[config.mk]
export PLATFORM = sky130hd
export DESIGN_NAME = websocket_frame_deframer_top_flat
export DESIGN_NICKNAME = d
export VERILOG_FILES = /design/src/hw/rtl/wsfd_pkg.sv /design/src/hw/rtl/wsfd_if.sv /design/src/hw/rtl/wsfd_parser.sv /design/src/hw/rtl/websocket_frame_deframer_top.sv /design/src/flat_wrapper.sv
export VERILOG_INCLUDE_DIRS = /design/src /design/src/hw/rtl
export SDC_FILE = /design/constraint.sdc
export NUM_CORES = 1
export LEC_CHECK = 0
export BUFFER_PORTS_ARGS = -buffer_cell sky130_fd_sc_hd__buf_4
export CAP_MARGIN = 30
export CORE_AREA = 2 2 228 230
export DETAILED_ROUTE_END_ITERATION = 8
export DIE_AREA = 0 0 230 232
export PLACE_DENSITY_LB_ADDON = 0.15
export SLEW_MARGIN = 20
export SYNTH_ARGS = -nofsm -noshare
export SYNTH_HDL_FRONTEND = slang
export SYNTH_SLANG_ARGS = --single-unit
[constraint.sdc]
create_clock -name clk_i -period 6.58 [get_ports clk_i]
set_input_delay 1.316 -clock clk_i [delete_from_list [all_inputs] [get_ports clk_i]]
set_output_delay 1.316 -clock clk_i [all_outputs]
set_load 0.01 [all_outputs]
[src/hw/rtl/websocket_frame_deframer_top_macros.svh]
// Assertion macros shared by the WebSocket deframer RTL.
// Users must have clk_i and rst_ni in scope; no other dependencies.
`ifndef WEBSOCKET_FRAME_DEFRAMER_TOP_MACROS_SVH
`define WEBSOCKET_FRAME_DEFRAMER_TOP_MACROS_SVH

// Same-cycle implication, disabled while reset is asserted.
`define WSFD_ASSERT_IMP(lbl, ante, cons, msg) \
  lbl: assert property (@(posedge clk_i) disable iff (!rst_ni) (ante) |-> (cons)) \
    else $error(msg);

// Next-cycle implication, disabled while reset is asserted.
`define WSFD_ASSERT_NXT(lbl, ante, cons, msg) \
  lbl: assert property (@(posedge clk_i) disable iff (!rst_ni) (ante) |=> (cons)) \
    else $error(msg);

`endif

[src/hw/rtl/wsfd_pkg.sv]
// Shared types and constants for the WebSocket frame deframer.
// No dependencies.
`default_nettype none

package wsfd_pkg;

  localparam int unsigned LenW = 64;
  localparam int unsigned KeyW = 32;

  // Seven-bit length codes that announce an extended length.
  localparam logic [6:0] LEN_CODE_EXT16 = 7'd126;
  localparam logic [6:0] LEN_CODE_EXT64 = 7'd127;

  // Record kinds.
  localparam logic KIND_HEADER  = 1'b0;
  localparam logic KIND_PAYLOAD = 1'b1;

  typedef enum logic [2:0] {
    PH_HDR0    = 3'd0,
    PH_HDR1    = 3'd1,
    PH_EXT16   = 3'd2,
    PH_EXT64   = 3'd3,
    PH_KEY     = 3'd4,
    PH_PAYLOAD = 3'd5
  } phase_e;

  typedef struct packed {
    logic            kind;
    logic [7:0]      payload_byte;
    logic            frame_fin;
    logic [3:0]      frame_opcode;
    logic            frame_masked;
    logic [LenW-1:0] payload_length;
    logic            last_of_frame;
  } wsfd_result_t;

endpackage

`default_nettype wire

[src/hw/rtl/wsfd_if.sv]
// Stream interfaces for the deframer: byte input and record output.
// Depends on nothing; field widths match the package result record.
`default_nettype none

interface wsfd_in_if;
  logic       valid;
  logic       ready;
  logic [7:0] in_byte;

  modport source (output valid, output in_byte, input ready);
  modport sink   (input valid, input in_byte, output ready);
endinterface

interface wsfd_out_if;
  logic        valid;
  logic        ready;
  logic        kind;
  logic [7:0]  payload_byte;
  logic        frame_fin;
  logic [3:0]  frame_opcode;
  logic        frame_masked;
  logic [63:0] payload_length;
  logic        last_of_frame;

  modport source (output valid, output kind, output payload_byte, output frame_fin,
                  output frame_opcode, output frame_masked, output payload_length,
                  output last_of_frame, input ready);
  modport sink   (input valid, input kind, input payload_byte, input frame_fin,
                  input frame_opcode, input frame_masked, input payload_length,
                  input last_of_frame, output ready);
endinterface

`default_nettype wire

[src/hw/rtl/wsfd_parser.sv]
// Frame parser: header state machine, length and key capture, payload unmasking.
// Depends on wsfd_pkg and the assertion macro header.
`default_nettype none

module wsfd_parser (
  input  wire logic                  clk_i,
  input  wire logic                  rst_ni,
  input  wire logic                  step_i,
  input  wire logic [7:0]            byte_i,
  output logic                       emit_o,
  output wsfd_pkg::wsfd_result_t     res_o
);
  import wsfd_pkg::*;

  `include "websocket_frame_deframer_top_macros.svh"

  phase_e            phase_q, phase_d;
  logic [2:0]        idx_q, idx_d;
  logic              fin_q, fin_d;
  logic [3:0]        op_q, op_d;
  logic              masked_q, masked_d;
  logic [LenW-1:0]   len_q, len_d;
  logic [KeyW-1:0]   key_q, key_d;
  logic [LenW-1:0]   rem_q, rem_d;
  logic [1:0]        kidx_q, kidx_d;

  logic              hdr_done;
  logic              key_start;
  logic [7:0]        key_byte;
  logic [7:0]        data_byte;
  logic              data_last;

  // Key byte for the current payload position; the first key byte is the top one.
  always_comb begin
    unique case (kidx_q)
      2'd0:    key_byte = key_q[31:24];
      2'd1:    key_byte = key_q[23:16];
      2'd2:    key_byte = key_q[15:8];
      default: key_byte = key_q[7:0];
    endcase
  end

  assign data_byte = masked_q ? (byte_i ^ key_byte) : byte_i;
  assign data_last = (rem_q == LenW'(1));

  // Next state of the parser and the record produced by this byte.
  always_comb begin
    phase_d   = phase_q;
    idx_d     = idx_q;
    fin_d     = fin_q;
    op_d      = op_q;
    masked_d  = masked_q;
    len_d     = len_q;
    key_d     = key_q;
    rem_d     = rem_q;
    kidx_d    = kidx_q;
    hdr_done  = 1'b0;
    key_start = 1'b0;
    emit_o    = 1'b0;
    res_o     = '0;

    unique case (phase_q)
      PH_HDR1: begin
        masked_d = byte_i[7];
        idx_d    = '0;
        if (byte_i[6:0] == LEN_CODE_EXT16) begin
          len_d   = '0;
          phase_d = PH_EXT16;
        end else if (byte_i[6:0] == LEN_CODE_EXT64) begin
          len_d   = '0;
          phase_d = PH_EXT64;
        end else begin
          len_d = LenW'(byte_i[6:0]);
          if (byte_i[7]) begin
            key_start = 1'b1;
          end else begin
            hdr_done = 1'b1;
          end
        end
      end
      PH_EXT16: begin
        len_d = LenW'({len_q[7:0], byte_i});
        if (idx_q >= 3'd1) begin
          idx_d = '0;
          if (masked_q) begin
            key_start = 1'b1;
          end else begin
            hdr_done = 1'b1;
          end
        end else begin
          idx_d = idx_q + 3'd1;
        end
      end
      PH_EXT64: begin
        len_d = {len_q[LenW-9:0], byte_i};
        if (idx_q == 3'd7) begin
          idx_d = '0;
          if (masked_q) begin
            key_start = 1'b1;
          end else begin
            hdr_done = 1'b1;
          end
        end else begin
          idx_d = idx_q + 3'd1;
        end
      end
      PH_KEY: begin
        key_d = {key_q[KeyW-9:0], byte_i};
        if (idx_q >= 3'd3) begin
          hdr_done = 1'b1;
        end else begin
          idx_d = idx_q + 3'd1;
        end
      end
      PH_PAYLOAD: begin
        rem_d  = rem_q - LenW'(1);
        kidx_d = kidx_q + 2'd1;
        emit_o = 1'b1;
        res_o.kind          = KIND_PAYLOAD;
        res_o.payload_byte  = data_byte;
        res_o.last_of_frame = data_last;
        if (data_last) begin
          phase_d = PH_HDR0;
        end
      end
      default: begin
        // First header byte; unused phase codes land here as well.
        fin_d   = byte_i[7];
        op_d    = byte_i[3:0];
        idx_d   = '0;
        phase_d = PH_HDR1;
      end
    endcase

    // Masked frame: collect the four key bytes next.
    if (key_start) begin
      key_d   = '0;
      phase_d = PH_KEY;
    end

    // Header complete: emit the header record and arm the payload counters.
    if (hdr_done) begin
      idx_d  = '0;
      rem_d  = len_d;
      kidx_d = '0;
      emit_o = 1'b1;
      res_o.kind          = KIND_HEADER;
      res_o.last_of_frame = (len_d == '0);
      phase_d = (len_d == '0) ? PH_HDR0 : PH_PAYLOAD;
    end

    // Frame attributes always reflect the updated frame state.
    res_o.frame_fin      = fin_d;
    res_o.frame_opcode   = op_d;
    res_o.frame_masked   = masked_d;
    res_o.payload_length = len_d;
  end

  // Parser state registers.
  always_ff @(posedge clk_i or negedge rst_ni) begin
    if (!rst_ni) begin
      phase_q  <= PH_HDR0;
      idx_q    <= '0;
      fin_q    <= 1'b0;
      op_q     <= '0;
      masked_q <= 1'b0;
      len_q    <= '0;
      key_q    <= '0;
      rem_q    <= '0;
      kidx_q   <= '0;
    end else if (step_i) begin
      phase_q  <= phase_d;
      idx_q    <= idx_d;
      fin_q    <= fin_d;
      op_q     <= op_d;
      masked_q <= masked_d;
      len_q    <= len_d;
      key_q    <= key_d;
      rem_q    <= rem_d;
      kidx_q   <= kidx_d;
    end
  end

  // A frame in its payload phase always has bytes left to deliver.
  `WSFD_ASSERT_IMP(a_rem_nonzero, phase_q == PH_PAYLOAD, rem_q != '0, "payload phase with no bytes left")
  // A header record is flagged last exactly when the frame is empty.
  `WSFD_ASSERT_IMP(a_hdr_last, step_i && emit_o && (res_o.kind == KIND_HEADER), res_o.last_of_frame == (len_d == '0), "header last flag disagrees with length")
  // The final payload byte returns the parser to the first header byte.
  `WSFD_ASSERT_NXT(a_last_to_hdr0, step_i && (phase_q == PH_PAYLOAD) && data_last, phase_q == PH_HDR0, "parser did not return to header start")

endmodule

`default_nettype wire

[src/hw/rtl/websocket_frame_deframer_top.sv]
// Top level of the WebSocket frame deframer: input register, parser, result register.
// Depends on wsfd_pkg, wsfd_if, wsfd_parser and the assertion macro header.
//
//   Channel | Dir | Content                                   | Transfer when
//   byte_i  | in  | one byte of the frame stream              | valid & ready
//   rec_o   | out | header record or one unmasked payload byte | valid & ready
//
// One byte is taken per cycle while byte_i.ready is high. Each byte is held in the byte
// register, passes through the parser, and any record it yields is held in the result
// register for output. The parser is a single combinational pass between the two registers.
// Reset is asynchronous and returns the parser to the first header byte. A stalled
// output holds its record and one more byte still enters the byte register;
// byte_i.ready drops only when both registers are full.
`default_nettype none

module websocket_frame_deframer_top (
  input  wire logic     clk_i,
  input  wire logic     rst_ni,
  wsfd_in_if.sink       byte_i,
  wsfd_out_if.source    rec_o
);
  import wsfd_pkg::*;

  `include "websocket_frame_deframer_top_macros.svh"

  logic         in_valid_q;
  logic [7:0]   in_byte_q;
  logic         out_valid_q;
  wsfd_result_t out_q;

  logic         advance;
  logic         step;
  logic         emit;
  wsfd_result_t res;

  // The result register can load when empty or being drained this cycle.
  assign advance      = !out_valid_q || rec_o.ready;
  assign step         = in_valid_q && advance;
  assign byte_i.ready = !in_valid_q || advance;

  // Input byte register.
  always_ff @(posedge clk_i or negedge rst_ni) begin
    if (!rst_ni) begin
      in_valid_q <= 1'b0;
    end else if (byte_i.ready) begin
      in_valid_q <= byte_i.valid;
    end
  end

  always_ff @(posedge clk_i) begin
    if (byte_i.valid && byte_i.ready) begin
      in_byte_q <= byte_i.in_byte;
    end
  end

  wsfd_parser u_parser (
    .clk_i  (clk_i),
    .rst_ni (rst_ni),
    .step_i (step),
    .byte_i (in_byte_q),
    .emit_o (emit),
    .res_o  (res)
  );

  // Result register.
  always_ff @(posedge clk_i or negedge rst_ni) begin
    if (!rst_ni) begin
      out_valid_q <= 1'b0;
    end else if (advance) begin
      out_valid_q <= step && emit;
    end
  end

  always_ff @(posedge clk_i) begin
    if (step && emit) begin
      out_q <= res;
    end
  end

  assign rec_o.valid          = out_valid_q;
  assign rec_o.kind           = out_q.kind;
  assign rec_o.payload_byte   = out_q.payload_byte;
  assign rec_o.frame_fin      = out_q.frame_fin;
  assign rec_o.frame_opcode   = out_q.frame_opcode;
  assign rec_o.frame_masked   = out_q.frame_masked;
  assign rec_o.payload_length = out_q.payload_length;
  assign rec_o.last_of_frame  = out_q.last_of_frame;

  // Both registers full and the output stalled: no byte may enter.
  `WSFD_ASSERT_IMP(a_full_backpressure, in_valid_q && out_valid_q && !rec_o.ready, !byte_i.ready, "byte accepted while pipeline full")
  // With no byte waiting, the result register empties once it may advance.
  `WSFD_ASSERT_NXT(a_no_phantom, !in_valid_q && advance, !out_valid_q, "result without a parsed byte")
  // A consumed byte leaves the input register empty unless a new one arrives.
  `WSFD_ASSERT_NXT(a_in_drain, step && !byte_i.valid, !in_valid_q, "input register kept a consumed byte")

endmodule

`default_nettype wire

[src/flat_wrapper.sv]
// flat-port wrapper written by rule: the top's interface ports become plain ports
module websocket_frame_deframer_top_flat import wsfd_pkg::*;
  (clk_i, rst_ni, byte_i_valid, byte_i_in_byte, byte_i_ready, rec_o_valid, rec_o_kind, rec_o_payload_byte, rec_o_frame_fin, rec_o_frame_opcode, rec_o_frame_masked, rec_o_payload_length, rec_o_last_of_frame, rec_o_ready);
  wsfd_in_if byte_i_i ();
  wsfd_out_if rec_o_i ();
  input  wire logic clk_i;
  input  wire logic rst_ni;
  input wire logic [$bits(byte_i_i.valid)-1:0] byte_i_valid;
  input wire logic [$bits(byte_i_i.in_byte)-1:0] byte_i_in_byte;
  output wire logic [$bits(byte_i_i.ready)-1:0] byte_i_ready;
  output wire logic [$bits(rec_o_i.valid)-1:0] rec_o_valid;
  output wire logic [$bits(rec_o_i.kind)-1:0] rec_o_kind;
  output wire logic [$bits(rec_o_i.payload_byte)-1:0] rec_o_payload_byte;
  output wire logic [$bits(rec_o_i.frame_fin)-1:0] rec_o_frame_fin;
  output wire logic [$bits(rec_o_i.frame_opcode)-1:0] rec_o_frame_opcode;
  output wire logic [$bits(rec_o_i.frame_masked)-1:0] rec_o_frame_masked;
  output wire logic [$bits(rec_o_i.payload_length)-1:0] rec_o_payload_length;
  output wire logic [$bits(rec_o_i.last_of_frame)-1:0] rec_o_last_of_frame;
  input wire logic [$bits(rec_o_i.ready)-1:0] rec_o_ready;
  assign byte_i_i.valid = byte_i_valid;
  assign byte_i_i.in_byte = byte_i_in_byte;
  assign byte_i_ready = byte_i_i.ready;
  assign rec_o_valid = rec_o_i.valid;
  assign rec_o_kind = rec_o_i.kind;
  assign rec_o_payload_byte = rec_o_i.payload_byte;
  assign rec_o_frame_fin = rec_o_i.frame_fin;
  assign rec_o_frame_opcode = rec_o_i.frame_opcode;
  assign rec_o_frame_masked = rec_o_i.frame_masked;
  assign rec_o_payload_length = rec_o_i.payload_length;
  assign rec_o_last_of_frame = rec_o_i.last_of_frame;
  assign rec_o_i.ready = rec_o_ready;
  websocket_frame_deframer_top u_core (.clk_i(clk_i), .rst_ni(rst_ni), .byte_i(byte_i_i), .rec_o(rec_o_i));
endmodule
Word level (Yosys, flattened, before mapping)
Cells that the tools add are included.

Input bits: 12. Register bits after elaboration: 264. Logic and storage cells: 104. Output and inout bits: 82.

Multiplexer cells: 46. Order comparisons: 2. Equality and inequality tests: 16. Reductions and logical operators: 17. Add/sub/neg operators: 3. Bitwise operators: 1.

Operators by type and width (number): $pmux W64 S3 (1); $mux W64 (2); $eq A64 B1 Y1 const B (1); $logic_not A64 Y1 (1); $mux W32 (2); $sub A64 B1 Y64 const B (1); $mux W3 (10); $pmux W8 S3 (1); $mux W1 (19); $eq A7 B7 Y1 const B (2); $mux W7 (2); $pmux W3 S4 (1); $eq A3 B3 Y1 const B (3); $mux W9 (1); $pmux W3 S3 (1); $mux W8 (1); $xor A8 B8 Y8 (1); $eq A3 B2 Y1 const B (2); $ne A5 B5 Y1 const B (1); $reduce_or A5 Y1 (1); $mux W2 (2); $mux W4 (1); $ne A4 B4 Y1 const B (1); $pmux W1 S4 (1); 20 further kinds (26).

Longest topological paths before layout
Gate-level depths: netlist of the first run.

Word-level depth: 7. Gate-level depth with buffers: 11. Mapped depth without buffers: 9.

By module
Synthesis of the first run repeated with hierarchy kept, for this count alone.

Cell total of the unflattened synthesis: 1335. Area, all modules: 12670.9 um2.

Modules (own cells, without submodules): wsfd_parser (area an instance 9917.0 um2, instances 1, cells each 1237, seq. area each 4354.2 um2); websocket_frame_deframer_top (area an instance 2753.9 um2, instances 1, cells each 98, seq. area each 2692.6 um2).

Worst setup path before layout of the first run
Ideal clock, no wire load.

Kind: in2reg. Start point: input rec_o_ready. End point: register u_core.u_parser.rem_q[30]. Library setup time: 0.079 ns. Required time: 6.501 ns. Cell stages on the path: 8. Arrival: 4.902 ns. Slack: 1.599 ns. Path buffers: 2. Cells stage by stage: nand2b_1 and2_1 clkbuf_1 o21ai_2 inv_2 clkbuf_1 o21ai_0 nand2_1.

Word-level cells in the longest chain between the ends: 3.

Ends and longest elaborated chain: start, declared (RTL line flat_wrapper.sv:19) `input wire logic [$bits(rec_o_i.ready)-1:0] rec_o_ready;`; $logic_or A1 B1 Y1 (RTL line websocket_frame_deframer_top.sv:37) `assign advance = !out_valid_q || rec_o.ready;`; $logic_and A1 B1 Y1 (RTL line websocket_frame_deframer_top.sv:38) `assign step = in_valid_q && advance;`; $reduce_and A2 Y1 (no line); end signal, assigned (RTL line wsfd_parser.sv:179) `rem_q <= rem_d;`; end, declared (RTL line wsfd_parser.sv:24) `logic [LenW-1:0] rem_q, rem_d;`.

No other way between the ends. A chain may end at the register's enable or synchronous reset.

Worst setup path in the final report of the first run
Start point: register u_core.u_parser.phase_q[1]. End point: register u_core.out_q (netlist bit u_core.rec_o.payload_length[45]) (enable).

Word-level cells in the longest chain between the ends: 4. Elaborated cells on any way between the ends: 9.

Ends and longest elaborated chain: start, declared (RTL line wsfd_parser.sv:17) `phase_e phase_q, phase_d;`; start signal, assigned (RTL line wsfd_parser.sv:172) `phase_q <= phase_d;`; $eq A3 B3 Y1 (tied with other cells) (RTL line wsfd_parser.sv:62) `unique case (phase_q)`; $pmux W1 S4 / $mux W1 (equally long branches) (RTL line wsfd_parser.sv:62); $mux W1 (*) (RTL line wsfd_parser.sv:142) `if (hdr_done) begin`; $logic_and A1 B1 Y1 (*) (RTL line websocket_frame_deframer_top.sv:75) `if (step && emit) begin`; end signal, assigned (RTL line websocket_frame_deframer_top.sv:76) `out_q <= res;`; end, declared (RTL line websocket_frame_deframer_top.sv:29) `wsfd_result_t out_q;`.

Every way passes the cells marked *; elsewhere a longest branch is shown, timed or not.

==> metrics.yaml, run 1 <==
status:
  status: "finished clean"
sta:
  fmax_mhz: 250.8
  post-route-period-util_pct: 60.60
  tightest_slew_ns: 0.9461
  grt_setup_unrepaired: "no"
  fin_skew_ns: 0.01841
  hold_viol_final: 0
  setup_violations: 0
  slew_violations: 0
  min_period_ns: 3.987
  slew_headroom_pct: 36.46
  setup_tns_ns: 0
yosys:
  synth.distinct_cells: 74
  postSynth.asyncResetShare_pct: 66.67
  synth-simple-area-share_pct: 17.71
  synth_fp_nets: 1267
  ys_warn_count: 0
  synth_area_leaders: "dfrtp_1, edfxtp_1, nand2_1"
  synthAdderAreaFrac_pct: 0.9929
  avgSynthCellArea_um2: 10.12
  synth.most_common_cell: "nand2_1"
  synth_compound_area_share_pct: 20.28
  seq_area_frac_synth_pct: 55.92
  synth_top_family_by_area: "compound AO/OA/AOI/OAI gates"
  syn_area_um2: 12600
  yosys-top-cells-count: "nand2_1, dfrtp_1, o21ai_0, edfxtp_1, a22o_1"
  synth_largest_area_cell: "dfrtp_1"
  synthMuxAreaShare_pct: 0.5957
  yosys.area_share.xor_xnor_pct: 0.5560
  synth_edf_count: 88
  ys.flop_type: "dfrtp_1"
  synth_seq_cells: 264
  syn_inst: 1245
  synth_top_area_share_pct: 34.95
clock_tree:
  cts_setup_buffers: 0
  clock_path_buffers: 3
  clk_transition_reported_paths_ns: 0.06
  cts-resized-gates: 0
  cts_tree: "yes"
  cts_buffers: 31
  htree_levels: 1
  worstSkewPairLatency_ns: 0.59
  holdBufCountCts: 0
  clock_sinks: 264
  cts_root_buf: "clkbuf_16"
global_route:
  overflow: 0
  grt_pass1_wl_um: 65220
  antenna_found_initial: 0
  grt_pass1_vias: 10030
  grt_usage_pct: 15.87
  grt_max_degree: 131
route:
  postRouteAntennaNets: 0
  finalWirelength_um: 42740
  wl_per_cell_um: 21.29
  via_per_inst: 5.065
  post-route-drc-count: 0
  vias: 10170
  drt_iter0_markers: 986
  dr.pass1.iters: 5
power:
  p_clk_share_pct: 26.6
  p_leak_uw: 0.006296
  power_frac_seq_pct: 40.2
  combPwrFrac_pct: 33.2
  switching_share_pct: 37.95
  intPower_uw: 4068
  powerDensity_nw_per_um2: 435.9
  p_sw_uw: 2488
  finalPower_uw: 6556
  peakVddDrop_uv: 179.8
final_layout:
  nets: 1324
  antenna_cells: 0
  area_growth_pct: 19.35
  layout-drive-gt1-share_pct: 14.32
  stdcell_area_um2: 15040
  num-fill-cells: 5308
critical_path:
  crit_required_ns: 6.82
  cp_data_arrival_time_ns: 4.23
  crit_path_start: "u_core.u_parser.phase_q[1]"
  rr_startpoint: "u_core.u_parser.phase_q[1]"
  start_kind: "register"
  crit_type: "register to register"
  path_max_fanout: 64
  endpoint_kind: "register"
  reg2reg_slack_ns: 2.59
run:
  cap_violations: 0
place:
  place_area_um2: 13990
  portBuffers: 93
  routabilityCongestion: 0.8332
  dp_hpwl_um: 28260
floorplan:
  core-area_um2: 50890
  dieArea_um2: 53360
  ios: 94
  die_x_um: 230
  initial_core_util_pct: 24.77
  die_y_um: 232
  rows: 83
worst_hold_path:
  hold_path_class: "register to register"
  min-delay-start: "u_core.u_parser.op_q[0]"
## routing by layer
layer	GRT usage [%]	vias up	routed length (um)
li1	-	4749	-
met3	2.665	45	2227
met5	0	-	0
met1	23.27	5122	20770
met4	4.052	0	829
met2	24.13	249	18910
## power groups by stage
stage / clock network [uW] / logic, uW / registers, uW
2_1_floorplan: 0 / 1310 / 2640
3_3_place_gp: 0 / 2160 / 2670
3_5_place_dp: 0 / 2180 / 2670
4_1_cts: 1800 / 2190 / 2640
5_1_grt: 1860 / 2410 / 2700
6_report: 1740 / 2180 / 2640
## cell type report
cell class	count	area, um2	share of cell area [%]
inverters	43	163.9	1.090
clock inverters	18	175.2	1.165
repair buffers	111	867.1	5.765
flip-flops and latches	264	7047	46.85
multi-input cells	851	5096	33.88
well taps	680	850.8	5.657
clock buffers	40	840.8	5.590
## cell families after synthesis
family                     after synthesis
muxes                                    7
AOI/OAI and AO/OA                      366
adders and majority gates               10
DFF                                    264
xor gates and xnor gates                 8
buffers and inverters                  130
and+or+nand+nor                        460
## path summary, 6_finish.rpt
| kind | cells past startpoint | to |
|---|---|---|
| worst max-delay path | 8 | u_core.rec_o.payload_length[45] |
| worst min-delay path | 2 | u_core.u_parser.op_q[0] |
| worst max register to register | 8 | u_core.rec_o.payload_length[45] |
| worst min register to register | 2 | u_core.u_parser.op_q[0] |
| max in group asynchronous | 2 | u_core.u_parser.rem_q[62] |
| min in group asynchronous | 1 | u_core.u_parser.key_q[29] |
## state kept, by name (all words and copies together) (netlist names), 2 cells and up
register,count
u_core.u_parser.kidx_q,2
u_core.rec_o.payload_byte,8
u_core.u_parser.key_q,32
u_core.u_parser.idx_q,3
u_core.u_parser.rem_q,64
u_core.in_byte_q,8
u_core.rec_o.frame_opcode,4
u_core.u_parser.op_q,4
u_core.rec_o.payload_length,64
u_core.u_parser.len_q,64
u_core.u_parser.phase_q,3
## metrics by stage
| step | util (%) | worst slack [ns] | std cells | hold slack [ns] |
|---|---|---|---|---|
| 6_report | 29.56 | 2.593 | 2007 | 0.4723 |
| 3_5_place_dp | 27.50 | 2.271 | 1947 | 0.4605 |
| 5_1_grt | 29.56 | 2.270 | 2007 | 0.4970 |
| 4_1_cts | 29.49 | 2.417 | 2005 | 0.4753 |
| 2_1_floorplan | - | 1.599 | 1245 | 0.4401 |
| 3_3_place_gp | 27.50 | 2.304 | 1947 | 0.4531 |
## layout by cell type, fill, tap and decap left out, types with 32 or more instances in the layout
cell type  count
a21oi_1       37
a22o_1        74
a22oi_1       40
buf_4        107
clkbuf_16     32
dfrtp_1      176
edfxtp_1      88
inv_1         41
nand2_1      216
nor2_1        71
nor3_1        37
o21ai_0       96
## worst max-delay path: stages, from the launching register on
cell and delay, ns:
dfrtp_1 0.75, nor2b_1 0.80, o2111ai_1 0.29, o211ai_1 0.24, o21ai_4 0.06, buf_4 0.35, inv_4 0.41, buf_16 0.29
buf_4 0.37
(Power assumes the default switching activity.)
==> run 2, diff against run 1 <==
ABC_AREA = 1   (was unset)
CORE_AREA = 2 2 236 238   (was 2 2 228 230)
DIE_AREA = 0 0 238 240   (was 0 0 230 232)
clock period = 3.2 ns   (was 6.58 ns; I/O delays follow)
==> metrics.yaml, run 2 <==
power:
  peakVddDrop_uv: 395.3  # +120%
  p_leak_uw: 0.007014  # +11%
  powerDensity_nw_per_um2: 1011  # +130%
yosys:
  synthAdderAreaFrac_pct: 0.9228  # -0.070 points
  ys.flop_type: "dfrtp_1"
  synth_area_leaders: "dfrtp_1, edfxtp_1, nand2_1"
  synth.distinct_cells: 37  # -50%
  seq_area_frac_synth_pct: 51.97  # -3.9 points
  synth_fp_nets: 1719  # +36%
  ys_warn_count: 0  # unchanged
  synth_compound_area_share_pct: 12.33  # -8.0 points
  syn_area_um2: 13560  # +7.6%
  synth_largest_area_cell: "dfrtp_1"
  synthMuxAreaShare_pct: 0  # -0.60 points
  postSynth.asyncResetShare_pct: 66.67  # unchanged
  synth-simple-area-share_pct: 26.02  # +8.3 points
  synth.most_common_cell: "nand2_1"
  synth_top_area_share_pct: 32.48  # -2.5 points
  synth_edf_count: 88  # unchanged
  synth_top_family_by_area: "simple AND/OR/NAND/NOR gates"
  yosys-top-cells-count: "nand2_1, nor2_1, dfrtp_1, o21ai_0, inv_1"
  synth_seq_cells: 264  # unchanged
  syn_inst: 1697  # +36%
  avgSynthCellArea_um2: 7.989  # -21%
  yosys.area_share.xor_xnor_pct: 2.326  # +1.8 points
critical_path:
  slowest_stage: "dfrtp_1"
  reg2reg_to: "u_core.u_parser.rem_q[30]"
  endpoint_kind: "register"
  rr_startpoint: "u_core.u_parser.phase_q[1]"
  path_max_fanout: 45  # -30%
  crit_chain: "inv_2 -> nand2_1 -> nor2_1 -> o21ai_1 -> nand3_2 -> o21ai_4 -> inv_6 -> buf_4 -> o21ai_0 -> o21ai_0"
  crit_path_max_incr_delay_ns: 0.49  # -0.31 ns
  crit_type: "register to register"
  r2r_cells: 10  # +2
  crit_path_start: "u_core.u_parser.phase_q[1]"
  cp_data_arrival_time_ns: 3.19  # -1.04 ns
  cp_common_cell: "o21ai_0"
  start_kind: "register"
  reg2reg_slack_ns: 0.46  # -2.13 ns
  crit_required_ns: 3.66  # -3.16 ns
clock_tree:
  cts_buffers: 34  # +9.7%
  clock_path_buffers: 3  # unchanged
  cts_setup_buffers: 0  # unchanged
  clk_transition_reported_paths_ns: 0.06  # about the same
  holdBufCountCts: 0  # unchanged
  cts-resized-gates: 0  # unchanged
  cts_tree: "yes"
  cts_root_buf: "clkbuf_16"
  worstSkewPairLatency_ns: 0.55  # -0.04 ns
  clock_sinks: 264  # unchanged
  htree_levels: 2  # +1
final_layout:
  num-fill-cells: 5877  # +11%
  multi_input_area_um2: 5648  # +11%
  final_common_cell: "nand2_1"
  area_growth_pct: 19.71
  nets: 1801  # +36%
  layout_common_cells: "nand2_1, nor2_1, dfrtp_1"
  antenna_cells: 0  # unchanged
  layout-drive-gt1-share_pct: 10.91  # -3.4 points
  seqCellArea_um2: 7047  # unchanged
floorplan:
  die_x_um: 238  # +3.5%
  ios: 94  # unchanged
  core-area_um2: 54660  # +7.4%
  rows: 86  # +3.6%
  die_y_um: 240  # +3.4%
  initial_core_util_pct: 24.80  # +0.038 points
  dieArea_um2: 57120  # +7.0%
global_route:
  grt_max_degree: 81  # -38%
  grt_usage_pct: 16.51  # +0.64 points
  overflow: 0  # unchanged
  grt_pass1_wl_um: 71190  # +9.2%
  grt_pass1_vias: 11300  # +13%
  antenna_found_initial: 0  # unchanged
status:
  status: "finished clean"
route:
  wl_per_cell_um: 18.82  # -12%
  via_per_inst: 4.694  # -7.3%
  vias: 11780  # +16%
  dr.pass1.iters: 5  # unchanged
  postRouteAntennaNets: 0  # unchanged
  post-route-drc-count: 0  # unchanged
  drt_iter0_markers: 1041  # +5.6%
  finalWirelength_um: 47210  # +10%
sta:
  tightest_slew_ns: 0.8115  # -0.1346 ns
  fin_skew_ns: 0.02354  # +0.005133 ns
  fmax_mhz: 365.4  # +46%
  grt_setup_unrepaired: "no"
  setup_violations: 0  # unchanged
  post-route-period-util_pct: 85.51  # +25 points
  min_period_ns: 2.736  # -1.251 ns
  holdWs_ns: 0.1783  # -0.2940 ns
  hold_viol_final: 0  # unchanged
  setup_tns_ns: 0  # unchanged
  slew_headroom_pct: 45.90  # +9.4 points
  slew_violations: 0  # unchanged
place:
  dp_hpwl_um: 34150  # +21%
  routabilityCongestion: 0.8386  # +0.65%
  portBuffers: 93  # unchanged
worst_hold_path:
  hold_path_class: "input port to async pin"
run:
  cap_violations: 0  # unchanged
-- run 2: cell count changes in the layout (fill, tap and decap cells not counted), sizes merged, moves of 38 or more --
cell   before  now
a22oi      40    2
nor2       71  234
o21ai     104  176
nand2     218  470
inv        43  144
a22o       74    0
nand3      23  116
-- run 2: cells by family (layout without fill, tap and decap cells) --
logic type | after synthesis | after routing
buffers and inverters | 219 | 327
xor gates and xnor gates | 36 | 36
AOI/OAI and AO/OA | 303 | 303
adders and majority gates | 10 | 10
and+or+nand+nor | 865 | 865
DFF | 264 | 264
-- run 2: area by class of cell --
type / instances / share of cell area (%)
inverter: 139 / 3.245
sequential: 264 / 43.42
clock inverter: 21 / 1.280
tap: 704 / 5.427
clock buffer: 41 / 5.404
multi-input combinational: 1214 / 34.80
timing repair buffer: 126 / 6.429
-- run 2: stage by stage --
step                util, %  total power (uW)  instance area [um2]  cells  setup WS, ns
finish                29.69             16420                16230   2509        0.4636
global route          29.69             17640                16230   2509        0.2374
CTS                   29.67             16610                16220   2508        0.4368
detailed placement    27.69             12670                15130   2446        0.5196
global placement      27.69             12660                15130   2446        0.4472
floorplan                 -              9938                13560   1697        0.4756
-- run 2: how the worst max path moves through the flow --
stage | endpoint | depth (start not counted)
2_1_floorplan | u_core.rec_o.frame_fin | 9
3_3_place_gp | u_core.u_parser.rem_q[30] | 10
3_5_place_dp | u_core.u_parser.rem_q[30] | 10
4_1_cts | u_core.u_parser.rem_q[30] | 10
5_1_grt | u_core.u_parser.rem_q[30] | 10
6_report | u_core.u_parser.rem_q[30] | 10
-- run 2: report_power, final --
group / switching [uW] / internal (uW)
sequential: 992 / 4900
clock: 1610 / 2220
combinational: 4620 / 2070
-- run 2: worst max-delay path, delay by kind of cell (launching register included) --
family	cells	cell delay (ns)
flip-flops	1	0.49
buffers and inverters	3	0.79
AND/OR/NAND/NOR	3	0.63
AO/OA/AOI/OAI	4	0.68
-- run 2: metal layers --
metal  track usage [%]  vias to the layer above  routed length (um)
met5                 0                        -                   0
met4             4.394                        0                1010
met3             2.824                       57                2377
met2             26.07                      297               21150
met1             23.34                     5652               22670
li1                  -                     5771                   -
==> run 3, diff against run 2 <==
CORE_AREA = 2 2 161 163   (was 2 2 236 238)
DIE_AREA = 0 0 163 165   (was 0 0 238 240)
==> metrics.yaml, run 3 (synthesis results as in run 2) <==
status:
  status: "finished clean"
clock_tree:
  cts_buffers: 29  # -15%
  holdBufCountCts: 0  # unchanged
  cts_setup_buffers: 0  # unchanged
  clk_transition_reported_paths_ns: 0.07  # about the same
  clock_sinks: 264  # unchanged
  htree_levels: 1  # -1
  cts-resized-gates: 0  # unchanged
  cts_root_buf: "clkbuf_16"
  cts_tree: "yes"
  worstSkewPairLatency_ns: 0.56  # about the same
  clock_path_buffers: 3  # unchanged
sta:
  slew_violations: 0  # unchanged
  min_period_ns: 2.835  # +0.09883 ns
  post-route-period-util_pct: 88.60  # +3.1 points
  grt_setup_unrepaired: "no"
  holdWs_ns: 0.04829  # -0.1300 ns
  slew_headroom_pct: 42.54  # -3.4 points
  tightest_slew_ns: 0.8618  # +0.05033 ns
  setup_tns_ns: 0  # unchanged
  setup_violations: 0  # unchanged
  fmax_mhz: 352.7  # -3.5%
  fin_skew_ns: 0.01271  # -0.01083 ns
  hold_viol_final: 0  # unchanged
place:
  dp_hpwl_um: 29470  # -14%
  place_inst: 2069  # -15%
  portBuffers: 93  # unchanged
  routabilityCongestion: 0.9488  # +13%
floorplan:
  die_y_um: 165  # -31%
  ios: 94  # unchanged
  die_x_um: 163  # -32%
  core-area_um2: 25040  # -54%
  rows: 58  # -33%
  dieArea_um2: 26900  # -53%
  initial_core_util_pct: 54.15  # +29 points
critical_path:
  endpoint_kind: "register"
  reg2reg_to: "u_core.rec_o.last_of_frame"
  crit_path_start: "u_core.u_parser.phase_q[1]"
  cp-endpoint: "u_core.rec_o.last_of_frame"
  cp_common_cell: "nand2_1"
  cp.depth: 12  # +2
  rr_startpoint: "u_core.u_parser.phase_q[1]"
  crit_type: "register to register"
  crit_chain: "inv_2 -> nor2_2 -> buf_4 -> nand2_1 -> o21ai_0 -> inv_1 -> nand2_1 -> nor2_1 -> nand2_1 -> nor2_1 -> nand4_1 -> nand2_1"
  start_kind: "register"
  slowest_stage: "dfrtp_1"
  cp_data_arrival_time_ns: 3.14  # -0.05 ns
  path_delay_family: "simple AND/OR/NAND/NOR gates"
  reg2reg_slack_ns: 0.36  # -0.10 ns
  crit_required_ns: 3.51  # -0.15 ns
  path_max_fanout: 13  # -71%
  path_buf_inv: 3  # unchanged
  r2r_cells: 12  # +2
  crit_path_max_incr_delay_ns: 0.53  # +0.04 ns
final_layout:
  multi_input_area_um2: 5648  # unchanged
  num-fill-cells: 2217  # -62%
  final_common_cell: "nand2_1"
  layout_common_cells: "nand2_1, nor2_1, dfrtp_1"
  area_growth_pct: 15.64
  nets: 1792  # -0.50%
  seqCellArea_um2: 7047  # unchanged
  layout-drive-gt1-share_pct: 10.93  # +0.017 points
  instances_no_fill: 2124  # -15%
route:
  finalWirelength_um: 41080  # -13%
  wl_per_cell_um: 19.34  # +2.8%
  postRouteAntennaNets: 0  # unchanged
  dr.pass1.iters: 5  # unchanged
  via_per_inst: 5.726  # +22%
  vias: 12160  # +3.3%
  post-route-drc-count: 0  # unchanged
  drt_iter0_markers: 1607  # +54%
global_route:
  overflow: 0  # unchanged
  grt_pass1_wl_um: 64650  # -9.2%
  grt_pass1_vias: 11360  # +0.51%
  grt_max_degree: 74  # -8.6%
  grt_usage_pct: 31.32  # +15 points
  antenna_found_initial: 0  # unchanged
worst_hold_path:
  hold_path_class: "input port to async pin"
power:
  finalPower_uw: 16160  # -1.6%
  powerDensity_nw_per_um2: 1030  # +1.9%
  p_leak_uw: 0.006971  # -0.61%
  peakVddDrop_uv: 620.9  # +57%
run:
  cap_violations: 0  # unchanged
## run 3: changes by cell type in the layout (fill, tap and decap cells not counted), sizes merged
| cell | delta |
|---|---|
| clkbuf | -10 |
| bufinv | +4 |
| buf | -3 |
| clkinv | -2 |
| diode | +1 |
| inv | -1 |
## run 3: area by class of cell
class	count	share of cell area, %
Timing Repair Buffer	122	6.185
Clock buffer	32	4.828
Tap cell	330	2.633
Inverter	139	3.360
Sequential cell	264	44.94
Antenna cell	1	0.01596
Multi-Input combinational cell	1214	36.02
Clock inverter	22	2.011
## run 3: power by group
group / internal [uW] / leakage [uW] / switching (uW) / total (uW)
clock network: 2290 / 0.000524 / 1460 / 3740
registers: 4900 / 0.00309 / 950 / 5850
logic: 2040 / 0.00336 / 4530 / 6570
total: 9220 / 0.00697 / 6940 / 16200
## run 3: metrics by stage
stage | setup slack [ns] | cell area, um2 | util (%)
2_1_floorplan | 0.4756 | 13560 | -
4_1_cts | 0.4127 | 15680 | 62.61
6_report | 0.3647 | 15680 | 62.62
3_5_place_dp | 0.4460 | 14600 | 58.33
3_3_place_gp | 0.4072 | 14600 | 58.33
5_1_grt | 0.1226 | 15680 | 62.61
## run 3: worst min path at each step
stage                                to  slack (ns)  cells after the start
2_1_floorplan         u_core.in_valid_q        0.34                      0
3_3_place_gp    u_core.u_parser.op_q[2]        0.46                      2
3_5_place_dp    u_core.u_parser.op_q[2]        0.47                      2
4_1_cts        u_core.u_parser.rem_q[6]        0.06                      1
5_1_grt        u_core.u_parser.rem_q[6]        0.09                      1
6_report       u_core.u_parser.rem_q[6]        0.05                      1
## run 3: per-layer routing
layer	share of wire (%)	up-vias	global-route usage [%]
met5	0	-	0
met4	2.2	0	7.442
met2	45	544	48.02
li1	-	5756	-
met3	8.2	64	3.893
met1	45	5797	47.62
